===== src/rtl/abpm_pkg.sv =====
// Shared types and constants for the audio block peak meter.
package abpm_pkg;

  localparam int unsigned SampleW = 24;
  localparam int unsigned SlotW   = 32;
  localparam int unsigned LevelW  = 7;
  localparam int unsigned ProdW   = 31;
  localparam int unsigned CfgIdxW = 2;

  localparam logic signed [SampleW-1:0] S24_MAX = 24'sh7FFFFF;
  localparam logic signed [SampleW-1:0] S24_MIN = 24'sh800000;

  localparam logic [LevelW-1:0]  LEVEL_FULL   = 7'd100;
  localparam logic [SampleW-1:0] CEILING_RST  = 24'd8388607;

  localparam logic [CfgIdxW-1:0] CFG_NOISE_FLOOR   = 2'd0;
  localparam logic [CfgIdxW-1:0] CFG_NOISE_CEILING = 2'd1;

  // Closed-block record handed from the front to the back.
  typedef struct packed {
    logic signed [SampleW-1:0] blk_min;
    logic signed [SampleW-1:0] blk_max;
    logic        [SampleW-1:0] peak;
  } blk_rec_t;

  typedef enum logic [4:0] {
    ST_IDLE = 5'b00001,
    ST_SPAN = 5'b00010,
    ST_MUL  = 5'b00100,
    ST_DIV  = 5'b01000,
    ST_DONE = 5'b10000
  } back_state_e;

endpackage


===== src/rtl/abpm_front.sv =====
// Front end: slot to sample conversion and running min/max/peak accumulation.
module abpm_front import abpm_pkg::*; #(
  parameter int unsigned SLOT_SHIFT = 8
) (
  input  logic               clk_i,
  input  logic               rst_ni,
  input  logic [SlotW-1:0]   slot_word_i,
  input  logic               last_i,
  input  logic               accept_i,
  output logic               push_o,
  output blk_rec_t           rec_o
);

  logic signed [SlotW-1:0]   shifted;
  logic signed [SampleW-1:0] sample;
  logic        [SampleW-1:0] mag;
  logic signed [SampleW-1:0] min_q, min_d, max_q, max_d;
  logic        [SampleW-1:0] peak_q, peak_d;

  assign shifted = $signed(slot_word_i) >>> SLOT_SHIFT;

  // Saturate only matters for shifts below eight
  always_comb begin
    if (shifted > $signed({{(SlotW-SampleW){S24_MAX[SampleW-1]}}, S24_MAX})) begin
      sample = S24_MAX;
    end else if (shifted < $signed({{(SlotW-SampleW){S24_MIN[SampleW-1]}}, S24_MIN})) begin
      sample = S24_MIN;
    end else begin
      sample = shifted[SampleW-1:0];
    end
  end

  // Most negative sample gives 0x800000, kept exactly as unsigned
  assign mag = sample[SampleW-1] ? (~sample + 24'd1) : sample;

  assign min_d  = (sample < min_q) ? sample : min_q;
  assign max_d  = (sample > max_q) ? sample : max_q;
  assign peak_d = (mag > peak_q) ? mag : peak_q;

  assign push_o        = accept_i && last_i;
  assign rec_o.blk_min = min_d;
  assign rec_o.blk_max = max_d;
  assign rec_o.peak    = peak_d;

  always_ff @(posedge clk_i or negedge rst_ni) begin
    if (!rst_ni) begin
      min_q  <= S24_MAX;
      max_q  <= S24_MIN;
      peak_q <= '0;
    end else if (accept_i) begin
      if (last_i) begin
        min_q  <= S24_MAX;
        max_q  <= S24_MIN;
        peak_q <= '0;
      end else begin
        min_q  <= min_d;
        max_q  <= max_d;
        peak_q <= peak_d;
      end
    end
  end

endmodule


===== src/rtl/abpm_fifo.sv =====
// Two-entry queue of closed-block records between front and back.
module abpm_fifo import abpm_pkg::*; (
  input  logic     clk_i,
  input  logic     rst_ni,
  input  logic     push_i,
  input  blk_rec_t wdata_i,
  output logic     full_o,
  input  logic     pop_i,
  output logic     valid_o,
  output blk_rec_t rdata_o
);

  blk_rec_t   mem_q [2];
  logic       wptr_q, rptr_q;
  logic [1:0] cnt_q;

  assign full_o  = cnt_q[1];
  assign valid_o = (cnt_q != 2'd0);
  assign rdata_o = mem_q[rptr_q];

  always_ff @(posedge clk_i) begin
    if (push_i) begin
      mem_q[wptr_q] <= wdata_i;
    end
  end

  always_ff @(posedge clk_i or negedge rst_ni) begin
    if (!rst_ni) begin
      wptr_q <= 1'b0;
      rptr_q <= 1'b0;
      cnt_q  <= 2'd0;
    end else begin
      if (push_i) begin
        wptr_q <= ~wptr_q;
      end
      if (pop_i) begin
        rptr_q <= ~rptr_q;
      end
      case ({push_i, pop_i})
        2'b10:   cnt_q <= cnt_q + 2'd1;
        2'b01:   cnt_q <= cnt_q - 2'd1;
        default: cnt_q <= cnt_q;
      endcase
    end
  end

endmodule


===== src/rtl/abpm_back.sv =====
// Back end: span clamp, x100 scaling and iterative divide to a percent level.
module abpm_back import abpm_pkg::*; (
  input  logic                      clk_i,
  input  logic                      rst_ni,
  input  logic [SampleW-1:0]        noise_floor_i,
  input  logic [SampleW-1:0]        noise_ceiling_i,
  input  logic                      fifo_valid_i,
  input  blk_rec_t                  fifo_data_i,
  output logic                      pop_o,
  output logic                      out_valid_o,
  input  logic                      out_ready_i,
  output logic signed [SampleW-1:0] block_min_o,
  output logic signed [SampleW-1:0] block_max_o,
  output logic [SampleW-1:0]        span_o,
  output logic [LevelW-1:0]         level_o
);

  back_state_e        state_q, state_d;
  blk_rec_t           rec_q;
  logic [SampleW-1:0] span_q, span_d;
  logic [ProdW-1:0]   rem_q;
  logic [LevelW-1:0]  quo_q, quo_d, level_q, level_d;
  logic [2:0]         cnt_q;
  logic [SampleW:0]   diff;
  logic [ProdW:0]     dsh, trial;

  // Clamp peak - floor into 0..ceiling
  assign diff = {1'b0, rec_q.peak} - {1'b0, noise_floor_i};
  always_comb begin
    if (diff[SampleW]) begin
      span_d = '0;
    end else if (diff[SampleW-1:0] > noise_ceiling_i) begin
      span_d = noise_ceiling_i;
    end else begin
      span_d = diff[SampleW-1:0];
    end
  end

  // Restoring divide, one quotient bit per cycle; span <= ceiling keeps it below 128
  assign dsh   = {{(ProdW+1-SampleW){1'b0}}, noise_ceiling_i} << cnt_q;
  assign trial = {1'b0, rem_q} - dsh;

  always_comb begin
    quo_d = quo_q;
    quo_d[cnt_q] = ~trial[ProdW];
  end

  always_comb begin
    if (noise_ceiling_i == '0) begin
      level_d = '0;
    end else if ((quo_d == '0) && (span_q != '0)) begin
      level_d = 7'd1;
    end else begin
      level_d = quo_d;
    end
  end

  always_comb begin
    state_d = state_q;
    unique case (state_q)
      ST_IDLE: if (fifo_valid_i) state_d = ST_SPAN;
      ST_SPAN: state_d = ST_MUL;
      ST_MUL:  state_d = ST_DIV;
      ST_DIV:  if (cnt_q == 3'd0) state_d = ST_DONE;
      ST_DONE: if (out_ready_i) state_d = ST_IDLE;
      default: state_d = ST_IDLE;
    endcase
  end

  assign pop_o = (state_q == ST_IDLE) && fifo_valid_i;

  always_ff @(posedge clk_i or negedge rst_ni) begin
    if (!rst_ni) begin
      state_q <= ST_IDLE;
    end else begin
      state_q <= state_d;
    end
  end

  always_ff @(posedge clk_i) begin
    if (pop_o) begin
      rec_q <= fifo_data_i;
    end
    if (state_q == ST_SPAN) begin
      span_q <= span_d;
    end
    if (state_q == ST_MUL) begin
      rem_q <= ProdW'(span_q) * ProdW'(LEVEL_FULL);
      quo_q <= '0;
      cnt_q <= 3'(LevelW - 1);
    end
    if (state_q == ST_DIV) begin
      if (!trial[ProdW]) begin
        rem_q <= trial[ProdW-1:0];
      end
      quo_q <= quo_d;
      cnt_q <= cnt_q - 3'd1;
      if (cnt_q == 3'd0) begin
        level_q <= level_d;
      end
    end
  end

  assign out_valid_o = (state_q == ST_DONE);
  assign block_min_o = rec_q.blk_min;
  assign block_max_o = rec_q.blk_max;
  assign span_o      = span_q;
  assign level_o     = level_q;

endmodule


===== src/rtl/audio_block_peak_meter.sv =====
// Top level of the audio block peak meter.
//
// Input channel (in_valid_i/in_ready_o) carries one raw 32-bit slot word per
// transaction with last_i marking the final word of a measurement block. Each
// word is shifted by SLOT_SHIFT into a signed 24-bit sample and folded into
// running min, max and peak in the same cycle, so while in_ready_o is high
// words go in at one per cycle. The word marked last closes the block: its
// record goes into a two-entry queue and the accumulators restart.
// The back end takes a record and produces one result transaction
// (block_min_o, block_max_o, span_o, level_o) on out_valid_o/out_ready_i
// once it has dequeued the record, clamped the span, done the x100 multiply
// and run the bit-per-cycle divide by the ceiling. That divide sets the floor
// on block length for sustained one word per cycle.
// A stalled receiver holds the result; the queue then fills and in_ready_o
// drops once two closed blocks are waiting.
// Config writes (cfg_we_i, cfg_idx_i, cfg_wdata_i) are registered; index 0
// is noise floor, 1 is noise ceiling, others are ignored.
// Reset clears the accumulators and queue, floor to 0, ceiling to 8388607.
module audio_block_peak_meter import abpm_pkg::*; #(
  parameter int unsigned SLOT_SHIFT = 8
) (
  input  logic                      clk_i,
  input  logic                      rst_ni,
  input  logic                      cfg_we_i,
  input  logic [CfgIdxW-1:0]        cfg_idx_i,
  input  logic [SampleW-1:0]        cfg_wdata_i,
  input  logic                      in_valid_i,
  output logic                      in_ready_o,
  input  logic signed [SlotW-1:0]   slot_word_i,
  input  logic                      last_i,
  output logic                      out_valid_o,
  input  logic                      out_ready_i,
  output logic signed [SampleW-1:0] block_min_o,
  output logic signed [SampleW-1:0] block_max_o,
  output logic [SampleW-1:0]        span_o,
  output logic [LevelW-1:0]         level_o
);

  logic [SampleW-1:0] noise_floor_q, noise_ceiling_q;
  logic               accept, push, full, pop, fifo_valid;
  blk_rec_t           front_rec, fifo_rec;

  always_ff @(posedge clk_i or negedge rst_ni) begin
    if (!rst_ni) begin
      noise_floor_q   <= '0;
      noise_ceiling_q <= CEILING_RST;
    end else if (cfg_we_i) begin
      case (cfg_idx_i)
        CFG_NOISE_FLOOR:   noise_floor_q   <= cfg_wdata_i;
        CFG_NOISE_CEILING: noise_ceiling_q <= cfg_wdata_i;
        default: ;
      endcase
    end
  end

  assign in_ready_o = ~full;
  assign accept     = in_valid_i && in_ready_o;

  abpm_front #(
    .SLOT_SHIFT (SLOT_SHIFT)
  ) u_front (
    .clk_i       (clk_i),
    .rst_ni      (rst_ni),
    .slot_word_i (slot_word_i),
    .last_i      (last_i),
    .accept_i    (accept),
    .push_o      (push),
    .rec_o       (front_rec)
  );

  abpm_fifo u_fifo (
    .clk_i   (clk_i),
    .rst_ni  (rst_ni),
    .push_i  (push),
    .wdata_i (front_rec),
    .full_o  (full),
    .pop_i   (pop),
    .valid_o (fifo_valid),
    .rdata_o (fifo_rec)
  );

  abpm_back u_back (
    .clk_i           (clk_i),
    .rst_ni          (rst_ni),
    .noise_floor_i   (noise_floor_q),
    .noise_ceiling_i (noise_ceiling_q),
    .fifo_valid_i    (fifo_valid),
    .fifo_data_i     (fifo_rec),
    .pop_o           (pop),
    .out_valid_o     (out_valid_o),
    .out_ready_i     (out_ready_i),
    .block_min_o     (block_min_o),
    .block_max_o     (block_max_o),
    .span_o          (span_o),
    .level_o         (level_o)
  );

  a_level_range: assert property (@(posedge clk_i) disable iff (!rst_ni)
    out_valid_o |-> (level_o <= LEVEL_FULL))
    else $error("level above full scale");

  a_level_zero: assert property (@(posedge clk_i) disable iff (!rst_ni)
    out_valid_o |-> ((span_o == '0) == (level_o == '0)))
    else $error("level and span disagree on zero");

  a_span_clamp: assert property (@(posedge clk_i) disable iff (!rst_ni)
    out_valid_o |-> (span_o <= noise_ceiling_q))
    else $error("span above ceiling");

  a_min_max: assert property (@(posedge clk_i) disable iff (!rst_ni)
    out_valid_o |-> (block_min_o <= block_max_o))
    else $error("block min above block max");

endmodule


===== config.mk =====
export PLATFORM = sky130hd
export DESIGN_NAME = audio_block_peak_meter
export DESIGN_NICKNAME = d
export VERILOG_FILES = /design/src/rtl/abpm_pkg.sv /design/src/rtl/abpm_front.sv /design/src/rtl/abpm_fifo.sv /design/src/rtl/abpm_back.sv /design/src/rtl/audio_block_peak_meter.sv
export SDC_FILE = /design/constraint.sdc
export NUM_CORES = 1
export LEC_CHECK = 0
export BUFFER_PORTS_ARGS = -buffer_cell sky130_fd_sc_hd__buf_2
export CORE_MARGIN = 1.5
export CORE_UTILIZATION = 50
export DETAILED_ROUTE_END_ITERATION = 7
export GPL_TIMING_DRIVEN = 0
export MAX_ROUTING_LAYER = met4
export PLACE_DENSITY = 0.67
export SYNTH_ARGS = -nofsm -noshare
export SYNTH_HDL_FRONTEND = slang
export SYNTH_SLANG_ARGS = --single-unit

===== constraint.sdc =====
create_clock -name clk_i -period 8.6 [get_ports clk_i]
set_input_delay 1.29 -clock clk_i [delete_from_list [all_inputs] [get_ports clk_i]]
set_output_delay 1.29 -clock clk_i [all_outputs]
set_load 0.01 [all_outputs]

# Word level (Yosys, flattened, before mapping)
# Memories as Yosys holds them, arrays and structs flattened. A register that Yosys moved wholly into a read port is not among the register bits.
# Index checks and enable logic that the tools add are counted.
dict set report totals {
  regBits 201
  latch_bits 0
  ramBits 144
  mem_bits_ro 0
  input_bits 64
  out_inout_bits 81
  word_cells 94
  n_memories 1
}
# name words word_bits read_ports rd_clocked_by_memory_dff wr line_no
set memory_table {}
lappend memory_table {u_fifo.mem_q 2 72 1 1 1 abpm_fifo.sv:13} ;# blk_rec_t mem_q [2];
dict set report classes {
  add_sub_neg 6
  mul 1
  div 0
  order_cmp 8
  n_eq_ne 11
  n_shift 1
  mux 28
  bitwise_logic 5
  n_reduce_logical 18
}
# op count
set op_table {}
lappend op_table {{24-bit 2-to-1 mux} 10}
lappend op_table {{31-bit 2-to-1 mux} 3}
lappend op_table {{24-bit greater-than comparator} 3}
lappend op_table {{24-bit by 3-bit << shifter with 32-bit output} 1}
lappend op_table {{31-bit by 32-bit subtractor with 32-bit output} 1}
lappend op_table {{24-bit by 5-bit multiplier with 29-bit output (second input constant)} 1}
lappend op_table {{5-bit one-hot mux with 5 select lines} 1}
lappend op_table {{24-bit by 24-bit subtractor with 25-bit output} 1}
lappend op_table {{24-bit by 1-bit adder with 24-bit output (second input constant)} 1}
lappend op_table {{24-bit greater-than comparator (second input constant)} 1}
lappend op_table {{24-bit zero test} 1}
lappend op_table {{24-bit < comparator} 1}
lappend op_table {{24-bit < comparator (second input constant)} 1}
lappend op_table {{24-bit inverter} 1}
lappend op_table {{24-bit nonzero test} 1}
lappend op_table {{5-bit 2-to-1 mux} 3}
lappend op_table {{7-bit 2-to-1 mux} 2}
lappend op_table {{7-bit bitwise mux} 1}
lappend op_table {{7-bit zero test} 1}
lappend op_table {{3-bit 2-to-1 mux} 2}
lappend op_table {{2-bit by 1-bit inequality test with 1-bit output (second input constant)} 3}
lappend op_table {{2-bit AND reduction} 3}
lappend op_table {{2-bit nonzero test} 3}
lappend op_table {{5-bit by 1-bit equality test with 1-bit output (second input constant)} 1}
lappend op_table {{20 further kinds} 31}

# Longest topological paths before layout
dict set report logic_depth {
  ltp_word 9
  depth_mapped 23
  depth_no_buf 22
}

# By module
# Synthesis repeated with hierarchy kept, for this count alone.
dict set report unflattened {
  cells_unflattened 2483
  hier_area_um2 26723.1
}
# mod instances cells_per_inst area_each_um2 seq_area_each_um2
set modules_own_cells {}
lappend modules_own_cells {abpm_back 1 1375 12881.1 4140.2}
lappend modules_own_cells {abpm_front 1 765 6263.5 1831.8}
lappend modules_own_cells {abpm_fifo 1 239 5725.5 4424.2}
lappend modules_own_cells {audio_block_peak_meter 1 104 1853.0 1229.9}

# Least setup slack after synthesis
# OpenSTA, ideal clock, no wires.
dict set report synth_timing {
  path_kind {input to register}
  startpoint {input port in_valid_i}
  endpoint {memory u_fifo.mem_q[0][0] (netlist bit) (enable)}
  setup_ns 0.503
  arrival_time_ns 4.957
  required_time_ns 8.097
  path_slack_ns 3.140
  cell_stages 4
  path_buffers 1
  cell_sequence {nor2b_1 clkbuf_1 nand2_1 nor2_1}
}
dict set report synth_via {
  elab_chain_cells 4
}
# element line_no
set synth_rtl {}
lappend synth_rtl {{start, declared} audio_block_peak_meter.sv:27} ;# input logic in_valid_i,
lappend synth_rtl {{1-bit logical AND} audio_block_peak_meter.sv:57} ;# assign accept = in_valid_i && in_ready_o;
lappend synth_rtl {{1-bit logical AND} abpm_front.sv:40} ;# assign push_o = accept_i && last_i;
lappend synth_rtl {{1-bit 2-to-1 mux} abpm_fifo.sv:22} ;# if (push_i) begin
lappend synth_rtl {{1-bit 2-to-1 mux (not written as such)} abpm_fifo.sv:23} ;# mem_q[wptr_q] <= wdata_i;
lappend synth_rtl {{end, declared} abpm_fifo.sv:13}
# Every way passes these cells.

==> impl_metrics.yaml <==
status:
  outcome: "finished, final reports clean"
logic_synthesis:
  postSynth.topFlopCell: "edfxtp_1"
  syn_nets: 2851
  synthTopCellsByCount: "262 x inv_1, 257 x edfxtp_1, 243 x ha_1, 187 x nand2_1, 145 x nor2_1"
  post-synth-top-area-cell: "edfxtp_1"
  ys_types: 90
  syn_area_um2: 26300
  ys_ff_latch: 417
  avgSynthCellArea_um2: 10.4
  yosys.cell_count.top_type: "inv_1"
  synth_cells: 2523
  yosysWarnings: 0
  async_reset_ff_share_pct: 30.9
  synth_edf_count: 257
  synth_top_area_share_pct: 29.4
  synth.area.top_cells: "edfxtp_1 29%, ha_1 12%, dfrtp_1 7.7%, mux2_2 5.2%, dfstp_2 4.8%"
  yosysSeqAreaShare_pct: 44.2
route:
  drc: 0
  postRouteAntennaNets: 0
  m1WireLength_um: 32100
  maxUsedRoutingLayer: "met4"
  vias: 19762
  wl_per_cell_um: 20.6
  wl_met3_um: 3850
  wl_met2_um: 32400
  drtIter0Drc: 1470
  dr.pass1.iters: 5
  vias_per_cell: 5.79
  drt_wl_total_um: 70200
setup_path:
  crit_arrival_ps: 6080
  cp_common_cell: "buf_2"
  cpMaxStageDelayCell: "o21ai_0"
  cp-start-kind: "input pin"
  path_max_fanout: 10
  slowest_delay_ps: 470
  cp_top_family: "simple AND/OR/NAND/NOR gates"
  end_kind: "flip-flop"
  path_buf_inv: 6
  path_cells: "buf_2 > inv_1 > ha_1 > nand4_1 > or3_1 > or4_1 > o21ai_0 > xor2_1 > inv_1 > ha_1 > nand4_1 > nor4_1 > nor3b_1 > a2111oi_0 > a22o_1 > buf_2 > buf_2 > clkbuf_1 > o21ai_0"
  cp.required_ps: 8910
  critPathKind: "input pin to flip-flop"
sta:
  slew_headroom_pct: 18.2
  final-hold-violation-count: 0
  finalMaxSlewViolations: 0
  tightest_slew_ps: 1220
  max_freq_mhz: 173
  fin_hold_ws_ps: 482
  finalSetupTns_ps: 0
  finClkSkew_ps: 40.4
  rsz0062_at_grt: "false"
  layout_min_cycle_time_ps: 5770
  period_share_pct: 67.1
  setup_violations: 0
final_layout:
  layout.nets: 3026
  insertedDiodeCount: 0
  drive_gt1_share_pct: 17.7
  area_delta_synth_final_pct: 12.1
cts:
  cts_hold_buf: 0
  clock_latency_ps: 610
  clk_pin_slew_ps: 60
  clockRootBuffer: "clkbuf_16"
  cts_tree: "built"
  ctsHtreeMaxLevel: 2
  post-cts-setup-buffers: 0
  cts_inserted_buffers: 46
  clockBufferDepth: 3
  cts_resized: 0
  clock-sinks: 417
job:
  cap_violations: 0
placement:
  hpwl_um: 54800
  port_buffers: 120
  gp_congestion: 0.937
power_and_ir_drop:
  powerDensity_nw_per_um2: 430
  max-vdd-ir-drop_uv: 226
  leakagePower_nw: 12.6
die:
  ios: 145
  std_cell_rows: 83
  start_util_pct: 50.9
  die_w_um: 232
  core_area_um2: 51600
  die-area_um2: 53900
  die_h_um: 232
global_routing:
  grt_antenna_before_repair: 0
  track_usage_pct: 26.8
  gr-total-overflow: 0
  grt_max_degree: 76
  grt_pass1_vias: 19088
  grt_first_pass_wirelength_um: 108000
hold_path:
  worst_hold_path_type: "flip-flop to flip-flop"
[layout by cell type (no fill, tap or decap), drive strengths merged, types with 44 or more instances in the layout]
cell    count
ha        243
xnor2      44
edfxtp    257
o21ai     144
dfstp      48
mux2      121
nor2      145
a21oi     143
a21o       54
nand4      55
xor2       46
nand2     188
inv       266
clkbuf    157
dfrtp      81
buf       214
[worst paths after layout]
kind                                  from                  end  slack [ps]  cells past startpoint
setup / recovery            slot_word_i[8]   u_fifo.mem_q[1][2]        2830                     19
hold / removal             u_back.rem_q[0]      u_back.rem_q[0]         480                      2
setup reg to reg           u_back.rec_q[0]    u_back.span_o[12]        2860                     21
hold reg to reg            u_back.rem_q[0]      u_back.rem_q[0]         480                      2
max in group asynchronous           rst_ni  noise_ceiling_q[10]        7080                      2
min in group asynchronous           rst_ni     u_front.max_q[9]         690                      1
[layout make-up]
class	instances	area, um2
repair buffers	127	753
plain buffers	189	943
fillers	4444	22200
clock inverters	31	367
flip-flops and latches	417	11600
multi-input cells	1654	12700
clock buffers	55	1180
well taps	680	851
inverters	263	987
[layer usage]
metal  vias to the layer above  global-route usage, %
met3                        96                   3.50
met2                       594                   40.9
met1                      9697                   37.2
li1                       9375                      -
met5                         -                      -
met4                         0                   7.91
[tightest hold or removal path, delay by kind of cell, from the launching register on]
kind            cells  cell delay, ps
flops               1             330
simple gates        1              60
compound gates      1              60
[cell families (layout without fill, tap and decap cells)]
| group | count (synthesis) | after routing | synth area share (%) |
|---|---|---|---|
| DFF | 417 | 417 | 44.2 |
| adders and majority gates | 264 | 264 | 13.2 |
| muxes | 173 | 173 | 7.78 |
| AOI/OAI and AO/OA | 557 | 557 | 14.0 |
| xor gates and xnor gates | 90 | 90 | 3.00 |
| buffers and inverters | 452 | 665 | 7.35 |
| and+or+nand+nor | 570 | 570 | 10.5 |
[state kept, by name (all words and copies together) (netlist names), 24 cells and up]
name / flops
u_back.rem_q: 31
noise_ceiling_q: 24
u_back.span_o: 24
u_front.peak_q: 24
u_back.rec_q: 24
u_back.block_max_o: 24
u_fifo.mem_q: 144
u_front.max_q: 24
u_back.block_min_o: 24
noise_floor_q: 24
u_front.min_q: 24
[where the power goes]
group | leakage [nW] | internal [mW] | total, mW | switching (mW)
combinational | 7.75 | 2.83 | 7.19 | 4.36
clock | 0.747 | 1.20 | 2.04 | 0.840
sequential | 4.15 | 3.03 | 3.42 | 0.391
[through the flow]
stage | setup WS (ps) | area (um2) | power (mW) | util (%) | std cells
2_1_floorplan | 3140 | 26300 | 8.52 | - | 2523
3_3_place_gp | 656 | 27700 | 10.4 | 53.7 | 3323
3_5_place_dp | 2350 | 27900 | 10.5 | 54.1 | 3330
4_1_cts | 2880 | 29500 | 12.6 | 57.1 | 3416
5_1_grt | 2420 | 29500 | 13.6 | 57.1 | 3416
6_report | 2830 | 29500 | 12.7 | 57.1 | 3416
Power figures use the tool's default switching activity.
